==> config.mk <==
export PLATFORM = sky130hd
export DESIGN_NAME = positional_pid_controller_flat
export DESIGN_NICKNAME = d
export VERILOG_FILES = /design/src/rtl/ppid_pkg.sv /design/src/rtl/ppid_if.sv /design/src/rtl/ppid_cfg_regs.sv /design/src/rtl/ppid_err_accum.sv /design/src/rtl/ppid_mult.sv /design/src/rtl/ppid_out.sv /design/src/rtl/positional_pid_controller.sv /design/src/flat_wrapper.sv
export SDC_FILE = /design/constraint.sdc
export NUM_CORES = 2
export LEC_CHECK = 0
export BUFFER_PORTS_ARGS = -buffer_cell sky130_fd_sc_hd__buf_2
export CORE_MARGIN = 4
export CORE_UTILIZATION = 67
export CTS_CLUSTER_DIAMETER = 100
export DETAILED_ROUTE_END_ITERATION = 10
export HOLD_SLACK_MARGIN = 0.06
export PLACE_DENSITY = 0.84
export SLEW_MARGIN = 25
export SYNTH_ARGS = -nofsm -noshare
export SYNTH_HDL_FRONTEND = slang
export SYNTH_SLANG_ARGS = --single-unit
==> constraint.sdc <==
create_clock -name clk_i -period 13.2 [get_ports clk_i]
set_input_delay 1.32 -clock clk_i [delete_from_list [all_inputs] [get_ports clk_i]]
set_output_delay 1.32 -clock clk_i [all_outputs]
set_load 0.01 [all_outputs]
==> src/rtl/ppid_pkg.sv <==
// ----------------------------------------------------------------------------
// ppid_pkg
// Shared widths, register indexes, reset values and the config bundle.
// ----------------------------------------------------------------------------
package ppid_pkg;

  localparam int unsigned GAIN_W     = 16;
  localparam int unsigned DRIVE_W    = 16;
  localparam int unsigned ACC_W      = 32;
  localparam int unsigned DB_W       = 16;
  localparam int unsigned CFG_IDX_W  = 3;
  localparam int unsigned CFG_DATA_W = 32;

  localparam logic [CFG_IDX_W-1:0] CFG_GAIN_P      = 3'd0;
  localparam logic [CFG_IDX_W-1:0] CFG_GAIN_I      = 3'd1;
  localparam logic [CFG_IDX_W-1:0] CFG_GAIN_D      = 3'd2;
  localparam logic [CFG_IDX_W-1:0] CFG_DRIVE_UPPER = 3'd3;
  localparam logic [CFG_IDX_W-1:0] CFG_DRIVE_LOWER = 3'd4;
  localparam logic [CFG_IDX_W-1:0] CFG_ACCUM_UPPER = 3'd5;
  localparam logic [CFG_IDX_W-1:0] CFG_ACCUM_LOWER = 3'd6;
  localparam logic [CFG_IDX_W-1:0] CFG_DEADBAND    = 3'd7;

  localparam logic signed [DRIVE_W-1:0] DRIVE_UPPER_RST = 16'sd1000;
  localparam logic signed [DRIVE_W-1:0] DRIVE_LOWER_RST = -16'sd1000;
  localparam logic signed [ACC_W-1:0]   ACCUM_UPPER_RST = 32'sd500;
  localparam logic signed [ACC_W-1:0]   ACCUM_LOWER_RST = -32'sd500;

  typedef struct packed {
    logic signed [GAIN_W-1:0]  gain_p;
    logic signed [GAIN_W-1:0]  gain_i;
    logic signed [GAIN_W-1:0]  gain_d;
    logic signed [DRIVE_W-1:0] drive_upper;
    logic signed [DRIVE_W-1:0] drive_lower;
    logic signed [ACC_W-1:0]   accum_upper;
    logic signed [ACC_W-1:0]   accum_lower;
    logic        [DB_W-1:0]    deadband;
  } cfg_t;

endpackage

==> src/rtl/ppid_if.sv <==
// ----------------------------------------------------------------------------
// ppid_if
// Valid/ready channels: sample items in, drive items out.
// ----------------------------------------------------------------------------
interface ppid_in_if #(
  parameter int unsigned SAMPLE_WIDTH = 16
) ();
  logic                           valid;
  logic                           ready;
  logic                           command;
  logic signed [SAMPLE_WIDTH-1:0] setpoint;
  logic signed [SAMPLE_WIDTH-1:0] feedback;

  modport source (output valid, command, setpoint, feedback, input ready);
  modport sink   (input valid, command, setpoint, feedback, output ready);
endinterface

interface ppid_out_if import ppid_pkg::*; ();
  logic                      valid;
  logic                      ready;
  logic signed [DRIVE_W-1:0] drive;
  logic                      clamped;

  modport source (output valid, drive, clamped, input ready);
  modport sink   (input valid, drive, clamped, output ready);
endinterface

==> src/rtl/ppid_cfg_regs.sv <==
// ----------------------------------------------------------------------------
// ppid_cfg_regs
// Configuration register file, write only.
// ----------------------------------------------------------------------------
module ppid_cfg_regs import ppid_pkg::*; (
  input  logic                  clk_i,
  input  logic                  rst_ni,
  input  logic                  cfg_we_i,
  input  logic [CFG_IDX_W-1:0]  cfg_idx_i,
  input  logic [CFG_DATA_W-1:0] cfg_data_i,
  output cfg_t                  cfg_o
);

  cfg_t cfg_q;

  always_ff @(posedge clk_i or negedge rst_ni) begin
    if (!rst_ni) begin
      cfg_q.gain_p      <= '0;
      cfg_q.gain_i      <= '0;
      cfg_q.gain_d      <= '0;
      cfg_q.drive_upper <= DRIVE_UPPER_RST;
      cfg_q.drive_lower <= DRIVE_LOWER_RST;
      cfg_q.accum_upper <= ACCUM_UPPER_RST;
      cfg_q.accum_lower <= ACCUM_LOWER_RST;
      cfg_q.deadband    <= '0;
    end else if (cfg_we_i) begin
      case (cfg_idx_i)
        CFG_GAIN_P:      cfg_q.gain_p      <= cfg_data_i[GAIN_W-1:0];
        CFG_GAIN_I:      cfg_q.gain_i      <= cfg_data_i[GAIN_W-1:0];
        CFG_GAIN_D:      cfg_q.gain_d      <= cfg_data_i[GAIN_W-1:0];
        CFG_DRIVE_UPPER: cfg_q.drive_upper <= cfg_data_i[DRIVE_W-1:0];
        CFG_DRIVE_LOWER: cfg_q.drive_lower <= cfg_data_i[DRIVE_W-1:0];
        CFG_ACCUM_UPPER: cfg_q.accum_upper <= cfg_data_i[ACC_W-1:0];
        CFG_ACCUM_LOWER: cfg_q.accum_lower <= cfg_data_i[ACC_W-1:0];
        CFG_DEADBAND:    cfg_q.deadband    <= cfg_data_i[DB_W-1:0];
        default: ;
      endcase
    end
  end

  assign cfg_o = cfg_q;

endmodule

==> src/rtl/ppid_err_accum.sv <==
// ----------------------------------------------------------------------------
// ppid_err_accum
// Input register, error with dead zone, clamped accumulator and error delta.
// The stage-two error and accumulator registers are the controller history.
// ----------------------------------------------------------------------------
module ppid_err_accum import ppid_pkg::*; #(
  parameter int unsigned SAMPLE_WIDTH = 16
) (
  input  logic                           clk_i,
  input  logic                           rst_ni,
  input  cfg_t                           cfg_i,
  input  logic                           in_valid_i,
  output logic                           in_ready_o,
  input  logic                           in_command_i,
  input  logic signed [SAMPLE_WIDTH-1:0] in_setpoint_i,
  input  logic signed [SAMPLE_WIDTH-1:0] in_feedback_i,
  output logic                           st_valid_o,
  input  logic                           st_ready_i,
  output logic                           st_command_o,
  output logic signed [SAMPLE_WIDTH:0]   st_err_o,
  output logic signed [SAMPLE_WIDTH+1:0] st_delta_o,
  output logic signed [ACC_W-1:0]        st_acc_o
);

  localparam int unsigned ERR_W = SAMPLE_WIDTH + 1;
  localparam int unsigned DEL_W = SAMPLE_WIDTH + 2;
  localparam int unsigned CMP_W = ((ERR_W > DB_W + 1) ? ERR_W : (DB_W + 1)) + 1;
  localparam int unsigned SUM_W = ACC_W + 1;

  logic                           v1_q;
  logic                           cmd1_q;
  logic signed [SAMPLE_WIDTH-1:0] sp1_q, fb1_q;
  logic                           v2_q;
  logic                           cmd2_q;
  logic signed [ERR_W-1:0]        err_q, err_d;
  logic signed [DEL_W-1:0]        del_q, del_d;
  logic signed [ACC_W-1:0]        acc_q, acc_d;

  logic                           s1_go;
  logic signed [ERR_W-1:0]        err_raw;
  logic signed [CMP_W-1:0]        err_ext, db_ext;
  logic signed [SUM_W-1:0]        acc_sum, acc_hi, acc_lo, acc_t;

  assign s1_go      = v1_q && (!v2_q || st_ready_i);
  assign in_ready_o = !v1_q || s1_go;

  always_comb begin
    err_raw = ERR_W'(sp1_q) - ERR_W'(fb1_q);
    err_ext = CMP_W'(err_raw);
    db_ext  = $signed(CMP_W'(cfg_i.deadband));
    err_d   = ((err_ext > -db_ext) && (err_ext < db_ext)) ? '0 : err_raw;

    acc_sum = SUM_W'(acc_q) + SUM_W'(err_d);
    acc_hi  = SUM_W'(cfg_i.accum_upper);
    acc_lo  = SUM_W'(cfg_i.accum_lower);
    acc_t   = (acc_sum > acc_hi) ? acc_hi : acc_sum;
    acc_t   = (acc_t < acc_lo) ? acc_lo : acc_t;
    acc_d   = acc_t[ACC_W-1:0];

    del_d   = DEL_W'(err_d) - DEL_W'(err_q);
  end

  always_ff @(posedge clk_i or negedge rst_ni) begin
    if (!rst_ni) begin
      v1_q <= 1'b0;
    end else if (in_ready_o) begin
      v1_q <= in_valid_i;
    end
  end

  always_ff @(posedge clk_i) begin
    if (in_ready_o && in_valid_i) begin
      cmd1_q <= in_command_i;
      sp1_q  <= in_setpoint_i;
      fb1_q  <= in_feedback_i;
    end
  end

  always_ff @(posedge clk_i or negedge rst_ni) begin
    if (!rst_ni) begin
      v2_q   <= 1'b0;
      cmd2_q <= 1'b0;
      err_q  <= '0;
      acc_q  <= '0;
      del_q  <= '0;
    end else begin
      if (s1_go) begin
        v2_q   <= 1'b1;
        cmd2_q <= cmd1_q;
        if (cmd1_q) begin
          err_q <= '0;
          acc_q <= '0;
          del_q <= '0;
        end else begin
          err_q <= err_d;
          acc_q <= acc_d;
          del_q <= del_d;
        end
      end else if (st_ready_i) begin
        v2_q <= 1'b0;
      end
    end
  end

  assign st_valid_o   = v2_q;
  assign st_command_o = cmd2_q;
  assign st_err_o     = err_q;
  assign st_delta_o   = del_q;
  assign st_acc_o     = acc_q;

endmodule

==> src/rtl/ppid_mult.sv <==
// ----------------------------------------------------------------------------
// ppid_mult
// Registered gain products for the P, I and D terms.
// ----------------------------------------------------------------------------
module ppid_mult import ppid_pkg::*; #(
  parameter int unsigned SAMPLE_WIDTH = 16
) (
  input  logic                                    clk_i,
  input  logic                                    rst_ni,
  input  cfg_t                                    cfg_i,
  input  logic                                    st_valid_i,
  output logic                                    st_ready_o,
  input  logic                                    st_command_i,
  input  logic signed [SAMPLE_WIDTH:0]            st_err_i,
  input  logic signed [SAMPLE_WIDTH+1:0]          st_delta_i,
  input  logic signed [ACC_W-1:0]                 st_acc_i,
  output logic                                    pr_valid_o,
  input  logic                                    pr_ready_i,
  output logic                                    pr_command_o,
  output logic signed [SAMPLE_WIDTH+GAIN_W:0]     pr_p_o,
  output logic signed [ACC_W+GAIN_W-1:0]          pr_i_o,
  output logic signed [SAMPLE_WIDTH+GAIN_W+1:0]   pr_d_o
);

  localparam int unsigned PP_W = SAMPLE_WIDTH + GAIN_W + 1;
  localparam int unsigned PI_W = ACC_W + GAIN_W;
  localparam int unsigned PD_W = SAMPLE_WIDTH + GAIN_W + 2;

  logic                   v_q;
  logic                   cmd_q;
  logic signed [PP_W-1:0] pp_q, pp_d;
  logic signed [PI_W-1:0] pi_q, pi_d;
  logic signed [PD_W-1:0] pd_q, pd_d;
  logic                   go;

  assign go         = st_valid_i && (!v_q || pr_ready_i);
  assign st_ready_o = !v_q || pr_ready_i;

  always_comb begin
    pp_d = PP_W'(cfg_i.gain_p) * PP_W'(st_err_i);
    pi_d = PI_W'(cfg_i.gain_i) * PI_W'(st_acc_i);
    pd_d = PD_W'(cfg_i.gain_d) * PD_W'(st_delta_i);
  end

  always_ff @(posedge clk_i or negedge rst_ni) begin
    if (!rst_ni) begin
      v_q <= 1'b0;
    end else if (st_ready_o) begin
      v_q <= st_valid_i;
    end
  end

  always_ff @(posedge clk_i) begin
    if (go) begin
      cmd_q <= st_command_i;
      pp_q  <= pp_d;
      pi_q  <= pi_d;
      pd_q  <= pd_d;
    end
  end

  assign pr_valid_o   = v_q;
  assign pr_command_o = cmd_q;
  assign pr_p_o       = pp_q;
  assign pr_i_o       = pi_q;
  assign pr_d_o       = pd_q;

endmodule

==> src/rtl/ppid_out.sv <==
// ----------------------------------------------------------------------------
// ppid_out
// Term sum, Q-format shift, drive clamp and the result register.
// ----------------------------------------------------------------------------
module ppid_out import ppid_pkg::*; #(
  parameter int unsigned SAMPLE_WIDTH   = 16,
  parameter int unsigned GAIN_FRAC_BITS = 8
) (
  input  logic                                  clk_i,
  input  logic                                  rst_ni,
  input  cfg_t                                  cfg_i,
  input  logic                                  pr_valid_i,
  output logic                                  pr_ready_o,
  input  logic                                  pr_command_i,
  input  logic signed [SAMPLE_WIDTH+GAIN_W:0]   pr_p_i,
  input  logic signed [ACC_W+GAIN_W-1:0]        pr_i_i,
  input  logic signed [SAMPLE_WIDTH+GAIN_W+1:0] pr_d_i,
  output logic                                  out_valid_o,
  input  logic                                  out_ready_i,
  output logic signed [DRIVE_W-1:0]             out_drive_o,
  output logic                                  out_clamped_o
);

  localparam int unsigned PI_W  = ACC_W + GAIN_W;
  localparam int unsigned PD_W  = SAMPLE_WIDTH + GAIN_W + 2;
  localparam int unsigned SUM_W = ((PI_W > PD_W) ? PI_W : PD_W) + 2;

  logic                      v_q;
  logic signed [DRIVE_W-1:0] drive_q, drive_d;
  logic                      clamped_q, clamped_d;
  logic                      go;

  logic signed [SUM_W-1:0]   sum, shifted, hi, lo;
  logic                      clip_hi, clip_lo;

  assign go         = pr_valid_i && (!v_q || out_ready_i);
  assign pr_ready_o = !v_q || out_ready_i;

  always_comb begin
    sum     = SUM_W'(pr_p_i) + SUM_W'(pr_i_i) + SUM_W'(pr_d_i);
    shifted = sum >>> GAIN_FRAC_BITS;
    hi      = SUM_W'(cfg_i.drive_upper);
    lo      = SUM_W'(cfg_i.drive_lower);
    clip_hi = shifted > hi;
    clip_lo = clip_hi ? (hi < lo) : (shifted < lo);
    if (pr_command_i) begin
      drive_d   = '0;
      clamped_d = 1'b0;
    end else begin
      if (clip_lo) begin
        drive_d = cfg_i.drive_lower;
      end else if (clip_hi) begin
        drive_d = cfg_i.drive_upper;
      end else begin
        drive_d = shifted[DRIVE_W-1:0];
      end
      clamped_d = clip_hi || clip_lo;
    end
  end

  always_ff @(posedge clk_i or negedge rst_ni) begin
    if (!rst_ni) begin
      v_q <= 1'b0;
    end else if (pr_ready_o) begin
      v_q <= pr_valid_i;
    end
  end

  always_ff @(posedge clk_i) begin
    if (go) begin
      drive_q   <= drive_d;
      clamped_q <= clamped_d;
    end
  end

  assign out_valid_o   = v_q;
  assign out_drive_o   = drive_q;
  assign out_clamped_o = clamped_q;

endmodule

==> src/rtl/positional_pid_controller.sv <==
// ----------------------------------------------------------------------------
// positional_pid_controller
// Positional PID with dead zone, clamped integral and clamped drive. Items
// are taken one per clock while the output does not stall; each accepted
// item passes the input, error/accumulator, product and result registers,
// and a stalled output only holds up the stages behind it. The integral
// and the last error live in the error/accumulator stage, which is the
// only feedback loop. A clear item zeroes that history and returns a drive
// of zero. Gains are signed fixed point with GAIN_FRAC_BITS fraction bits;
// the term sum is shifted right arithmetically by that amount. The user
// must write registers through cfg_we_i/cfg_idx_i/cfg_data_i only while no
// item is in flight; the block itself does not enforce this.
// ----------------------------------------------------------------------------
module positional_pid_controller import ppid_pkg::*; #(
  parameter int unsigned SAMPLE_WIDTH   = 16,
  parameter int unsigned GAIN_FRAC_BITS = 8
) (
  input  logic                  clk_i,
  input  logic                  rst_ni,
  input  logic                  cfg_we_i,
  input  logic [CFG_IDX_W-1:0]  cfg_idx_i,
  input  logic [CFG_DATA_W-1:0] cfg_data_i,
  ppid_in_if.sink               in_i,
  ppid_out_if.source            out_o
);

  cfg_t cfg;

  logic                                  st_valid, st_ready, st_command;
  logic signed [SAMPLE_WIDTH:0]          st_err;
  logic signed [SAMPLE_WIDTH+1:0]        st_delta;
  logic signed [ACC_W-1:0]               st_acc;

  logic                                  pr_valid, pr_ready, pr_command;
  logic signed [SAMPLE_WIDTH+GAIN_W:0]   pr_p;
  logic signed [ACC_W+GAIN_W-1:0]        pr_i;
  logic signed [SAMPLE_WIDTH+GAIN_W+1:0] pr_d;

  ppid_cfg_regs u_cfg (
    .clk_i      (clk_i),
    .rst_ni     (rst_ni),
    .cfg_we_i   (cfg_we_i),
    .cfg_idx_i  (cfg_idx_i),
    .cfg_data_i (cfg_data_i),
    .cfg_o      (cfg)
  );

  ppid_err_accum #(
    .SAMPLE_WIDTH (SAMPLE_WIDTH)
  ) u_err (
    .clk_i         (clk_i),
    .rst_ni        (rst_ni),
    .cfg_i         (cfg),
    .in_valid_i    (in_i.valid),
    .in_ready_o    (in_i.ready),
    .in_command_i  (in_i.command),
    .in_setpoint_i (in_i.setpoint),
    .in_feedback_i (in_i.feedback),
    .st_valid_o    (st_valid),
    .st_ready_i    (st_ready),
    .st_command_o  (st_command),
    .st_err_o      (st_err),
    .st_delta_o    (st_delta),
    .st_acc_o      (st_acc)
  );

  ppid_mult #(
    .SAMPLE_WIDTH (SAMPLE_WIDTH)
  ) u_mult (
    .clk_i        (clk_i),
    .rst_ni       (rst_ni),
    .cfg_i        (cfg),
    .st_valid_i   (st_valid),
    .st_ready_o   (st_ready),
    .st_command_i (st_command),
    .st_err_i     (st_err),
    .st_delta_i   (st_delta),
    .st_acc_i     (st_acc),
    .pr_valid_o   (pr_valid),
    .pr_ready_i   (pr_ready),
    .pr_command_o (pr_command),
    .pr_p_o       (pr_p),
    .pr_i_o       (pr_i),
    .pr_d_o       (pr_d)
  );

  ppid_out #(
    .SAMPLE_WIDTH   (SAMPLE_WIDTH),
    .GAIN_FRAC_BITS (GAIN_FRAC_BITS)
  ) u_out (
    .clk_i         (clk_i),
    .rst_ni        (rst_ni),
    .cfg_i         (cfg),
    .pr_valid_i    (pr_valid),
    .pr_ready_o    (pr_ready),
    .pr_command_i  (pr_command),
    .pr_p_i        (pr_p),
    .pr_i_i        (pr_i),
    .pr_d_i        (pr_d),
    .out_valid_o   (out_o.valid),
    .out_ready_i   (out_o.ready),
    .out_drive_o   (out_o.drive),
    .out_clamped_o (out_o.clamped)
  );

endmodule
==> src/flat_wrapper.sv <==
// flat-port wrapper written by rule: the top's interface ports become plain ports
module positional_pid_controller_flat import ppid_pkg::*;
#(
  parameter int unsigned SAMPLE_WIDTH   = 16,
  parameter int unsigned GAIN_FRAC_BITS = 8
)
  (clk_i, rst_ni, cfg_we_i, cfg_idx_i, cfg_data_i, in_i_valid, in_i_command, in_i_setpoint, in_i_feedback, in_i_ready, out_o_valid, out_o_drive, out_o_clamped, out_o_ready);
  ppid_in_if #(.SAMPLE_WIDTH(SAMPLE_WIDTH)) in_i_i ();
  ppid_out_if out_o_i ();
  input  logic clk_i;
  input  logic rst_ni;
  input  logic cfg_we_i;
  input  logic [CFG_IDX_W-1:0] cfg_idx_i;
  input  logic [CFG_DATA_W-1:0] cfg_data_i;
  input wire logic [$bits(in_i_i.valid)-1:0] in_i_valid;
  input wire logic [$bits(in_i_i.command)-1:0] in_i_command;
  input wire logic [$bits(in_i_i.setpoint)-1:0] in_i_setpoint;
  input wire logic [$bits(in_i_i.feedback)-1:0] in_i_feedback;
  output wire logic [$bits(in_i_i.ready)-1:0] in_i_ready;
  output wire logic [$bits(out_o_i.valid)-1:0] out_o_valid;
  output wire logic [$bits(out_o_i.drive)-1:0] out_o_drive;
  output wire logic [$bits(out_o_i.clamped)-1:0] out_o_clamped;
  input wire logic [$bits(out_o_i.ready)-1:0] out_o_ready;
  assign in_i_i.valid = in_i_valid;
  assign in_i_i.command = in_i_command;
  assign in_i_i.setpoint = in_i_setpoint;
  assign in_i_i.feedback = in_i_feedback;
  assign in_i_ready = in_i_i.ready;
  assign out_o_valid = out_o_i.valid;
  assign out_o_drive = out_o_i.drive;
  assign out_o_clamped = out_o_i.clamped;
  assign out_o_i.ready = out_o_ready;
  positional_pid_controller #(.SAMPLE_WIDTH(SAMPLE_WIDTH), .GAIN_FRAC_BITS(GAIN_FRAC_BITS)) u_core (.clk_i(clk_i), .rst_ni(rst_ni), .cfg_we_i(cfg_we_i), .cfg_idx_i(cfg_idx_i), .cfg_data_i(cfg_data_i), .in_i(in_i_i), .out_o(out_o_i));
endmodule
==> results by group <==
Outcome
  • Status: finished clean

Die
  • Ports: 92
  • Die area: roughly 100000 um^2
  • Die Height: 316.3 um
  • Die X: 316.3 um
  • Core ar.: 93750 um^2
  • Starting Density: 67.93%
  • Standard-cell row count: around 110

Cells and area
  • Commonest non-fill, non-tap cell in the layout: inv_1
  • Most frequent cells in the layout: inv_1, fa_1, nand2_1
  • Final net count: 8283
  • P&R area growth vs syn: 5.920%
  • Fraction of layout instances using a drive strength above 1: between 8 and 9%
  • # fillers: between 6000 and 7000

Global routing
  • Pin count of the biggest net entering global routing: 85
  • Number of global-route vias before repair: 50950
  • Global-route wire length before repair: 275800 um
  • Initial antenna violation count: 13
  • GRT Total Usage: 35.56%
  • Remaining Overflow, GRT: 0

Worst setup path
  • Worst reg2reg path depth: between 50 and 60
  • Worst Setup Start Kind: register
  • Crit. Startpoint: u_core.u_err.sp1_q[2]
  • Reg2reg end: u_core.u_err.st_acc_o[23]
  • Slowest cell on crit path: o41a_1
  • Crit path to: u_core.u_err.st_acc_o[23]
  • Buffers and inverters on the worst path: 3
  • Crit path max fanout: 8
  • Critical path's largest stage delay: approximately 480 ps
  • Worst Path Arrival: 13080 ps
  • Critical Path Stages: 58
  • Top delay family on crit path: compound AO/OA/AOI/OAI gates
  • Crit. End Element: register
  • Critical path class: reg2reg
  • FF-to-FF setup slack: 620 ps
  • Data required, critical path: 13700 ps
  • Origin of the critical flop-to-flop path: u_core.u_err.sp1_q[2]

Logic synthesis
  • Post-synth top flop: dfrtp_1
  • Post-synth EDFFs: 166
  • Post-Syn Area: 63680 um^2
  • Async SR Flop Fraction: 58.29%
  • Sequential share of the synthesized area: between 15 and 20%
  • Register bit total from synthesis: 398
  • Syn_area_per_cell: 9.756 um^2
  • Warnings from Yosys: 0
  • Syn nets: 8285
  • Top-area cell type share of the netlist area: roughly 35%
  • Synth unique cells: 90
  • Synth Instances: ~6500
  • Synth area leaders: fa_1, ha_1, edfxtp_1
  • Area leader, netlist: fa_1

Placed design
  • Pre-CTS setup slack: 398.7 ps
  • RePlAce Congestion: 0.9559
  • HPWL after detailed placement: ~130000 um
  • I/O Buffers: 91

STA
  • Final setup viols: 0
  • Fmax achieved: 79.49 MHz
  • Final worst slack: a little over 600 ps
  • Final min period: 12580 ps
  • Fin Clk Skew: around 33 ps
  • Post-route clock period utilization: a little over nine tenths
  • Slew @ Worst Pin: 1099 ps
  • Final max-slew violation count: 0
  • Slew margin rel.: 26.73%
  • Hold Vio Cnt, Final: 0

Detailed routing
  • Wire per inst: 21.89 um
  • Drt first pass iters: 8
  • DRC: 0
  • Iter 0 DRT Violations: just under 4000
  • Via count: 47240
  • DRT antenna net count: 0
  • Vias per std cell: 6.037
  • Routed wire length: 171300 um

Job
  • Max cap viols: 0

Clocking
  • Clock Latency Late Sink: 620 ps
  • Total CTS buffers: 47
  • Clk sinks: 398
  • Clock buffer depth: 3
  • Htree depth: 2
  • Hold_buf cts: 0
  • Root buf cell: clkbuf_16
  • TritonCTS clock tree: done
  • Clock slew at reported path FFs: roughly 60 ps

Min path
  • Hold Crit Class: reg2reg
## synth_stat cells, types with 18 or more instances
| library cell | number |
|---|---|
| dfrtp_1 | 187 |
| dfstp_2 | 45 |
| nand4_1 | 42 |
| a211oi_1 | 22 |
| o21a_1 | 45 |
| ha_1 | 582 |
| xor2_1 | 52 |
| clkbuf_1 | 235 |
| mux2_2 | 166 |
| and3_1 | 28 |
| nand2_1 | 799 |
| o31ai_1 | 19 |
| a22o_1 | 18 |
| a31oi_1 | 26 |
| mux2i_1 | 28 |
| a21o_1 | 108 |
| o21ai_1 | 35 |
| a311oi_1 | 18 |
| nor3_1 | 54 |
| xnor2_1 | 171 |
| edfxtp_1 | 166 |
| or3_1 | 22 |
| fa_1 | 1102 |
| o21bai_1 | 28 |
| nor2_1 | 144 |
| and2_1 | 394 |
| nor2b_1 | 70 |
| a221oi_1 | 20 |
| a21oi_1 | 171 |
| inv_1 | 1272 |
| nand2b_1 | 94 |
| o21ai_0 | 132 |
| nand3_1 | 49 |
## cells by family after synthesis
family | share of synthesized area [%]
buffers and inverters | 8.998
adder cells (fa/ha/maj) | 46.19
XOR/XNOR | 3.143
AND/OR/NAND/NOR | 13.43
flip-flops | 17.03
multiplexers | 3.428
AO/OA/AOI/OAI | 7.776
## worst register-to-register path: cells and delay by family, from the launching register on
kind / cells / cell delay [ps]
buffers and inverters: 3 / 480
XOR/XNOR: 2 / 390
adder cells (fa/ha/maj): 8 / 2600
multiplexers: 1 / 110
AND/OR/NAND/NOR: 15 / 2230
flip-flops: 1 / 370
AO/OA/AOI/OAI: 29 / 6260
## registers in the layout (all words and copies together), names as in the netlist, 16 cells and up
register                  flops
u_core.u_mult.pr_d_o         34
u_core.u_out.out_drive_o     16
u_core.u_mult.pr_p_o         33
u_core.u_mult.pr_i_o         48
u_core.u_err.st_acc_o        32
u_core.u_err.fb1_q           16
u_core.u_cfg.cfg_o          160
u_core.u_err.st_delta_o      18
u_core.u_err.sp1_q           16
u_core.u_err.st_err_o        17
## worst min-delay path by stage
stage | startpoint | to | slack [ps] | depth (start not counted)
after floorplan | u_core.u_err.st_command_o | u_core.u_mult.pr_command_o | 420 | 0
after global placement | u_core.u_err.v1_q | u_core.u_err.st_valid_o | 480 | 1
after detailed placement | u_core.u_cfg.cfg_o[60] | u_core.u_cfg.cfg_o[60] | 500 | 1
after CTS | u_core.u_cfg.cfg_o[60] | u_core.u_cfg.cfg_o[60] | 510 | 1
after global routing | u_core.u_cfg.cfg_o[129] | u_core.u_cfg.cfg_o[129] | 540 | 1
final | u_core.u_cfg.cfg_o[60] | u_core.u_cfg.cfg_o[60] | 510 | 1
## through the flow
| step | area, um^2 | hold slack [ps] | setup TNS [ps] | utilization [%] | instances |
|---|---|---|---|---|---|
| after floorplan | 63680 | 419.4 | 0 | - | 6528 |
| after detailed placement | 65520 | 501.4 | 0 | 69.89 | 7715 |
| after global placement | 65520 | 482.1 | 0 | 69.89 | 7715 |
| after global routing | 67440 | 539.3 | -380.1 | 71.94 | 7819 |
| after CTS | 67190 | 514.6 | 0 | 71.67 | 7803 |
| final | 67450 | 509.3 | 0 | 71.95 | 7824 |
## repair_timing
action                                  CTS  global route
buffers inserted                          0            12
gates resized for setup                   0            23
endpoints found under the setup margin    0            32
## cell type report
class | count | area [um^2] | share of cell area, %
multi-input combinational | 4609 | 47320 | 70.16
antenna | 5 | 12.51 | 0.01855
clock buffer | 55 | 1256 | 1.862
tap | 1254 | 1569 | 2.326
sequential | 398 | 10850 | 16.08
clock inverter | 33 | 406.6 | 0.6028
inverter | 1278 | 4798 | 7.113
timing repair buffer | 192 | 1242 | 1.842
## layer usage
layer | vias up | wire [um] | share of wire, % | GRT usage, %
met5 | - | 154 | 0.090 | 0
met4 | 10 | 8332 | 4.9 | 14.73
met3 | 531 | 20690 | 12 | 10.59
met2 | 2504 | 78500 | 46 | 56.81
met1 | 23620 | 63590 | 37 | 45.84
li1 | 20580 | - | - | -
Power is left out: the tool's default activity adds up to more than one toggle a clock period on the data nets, which glitch-free logic cannot reach.
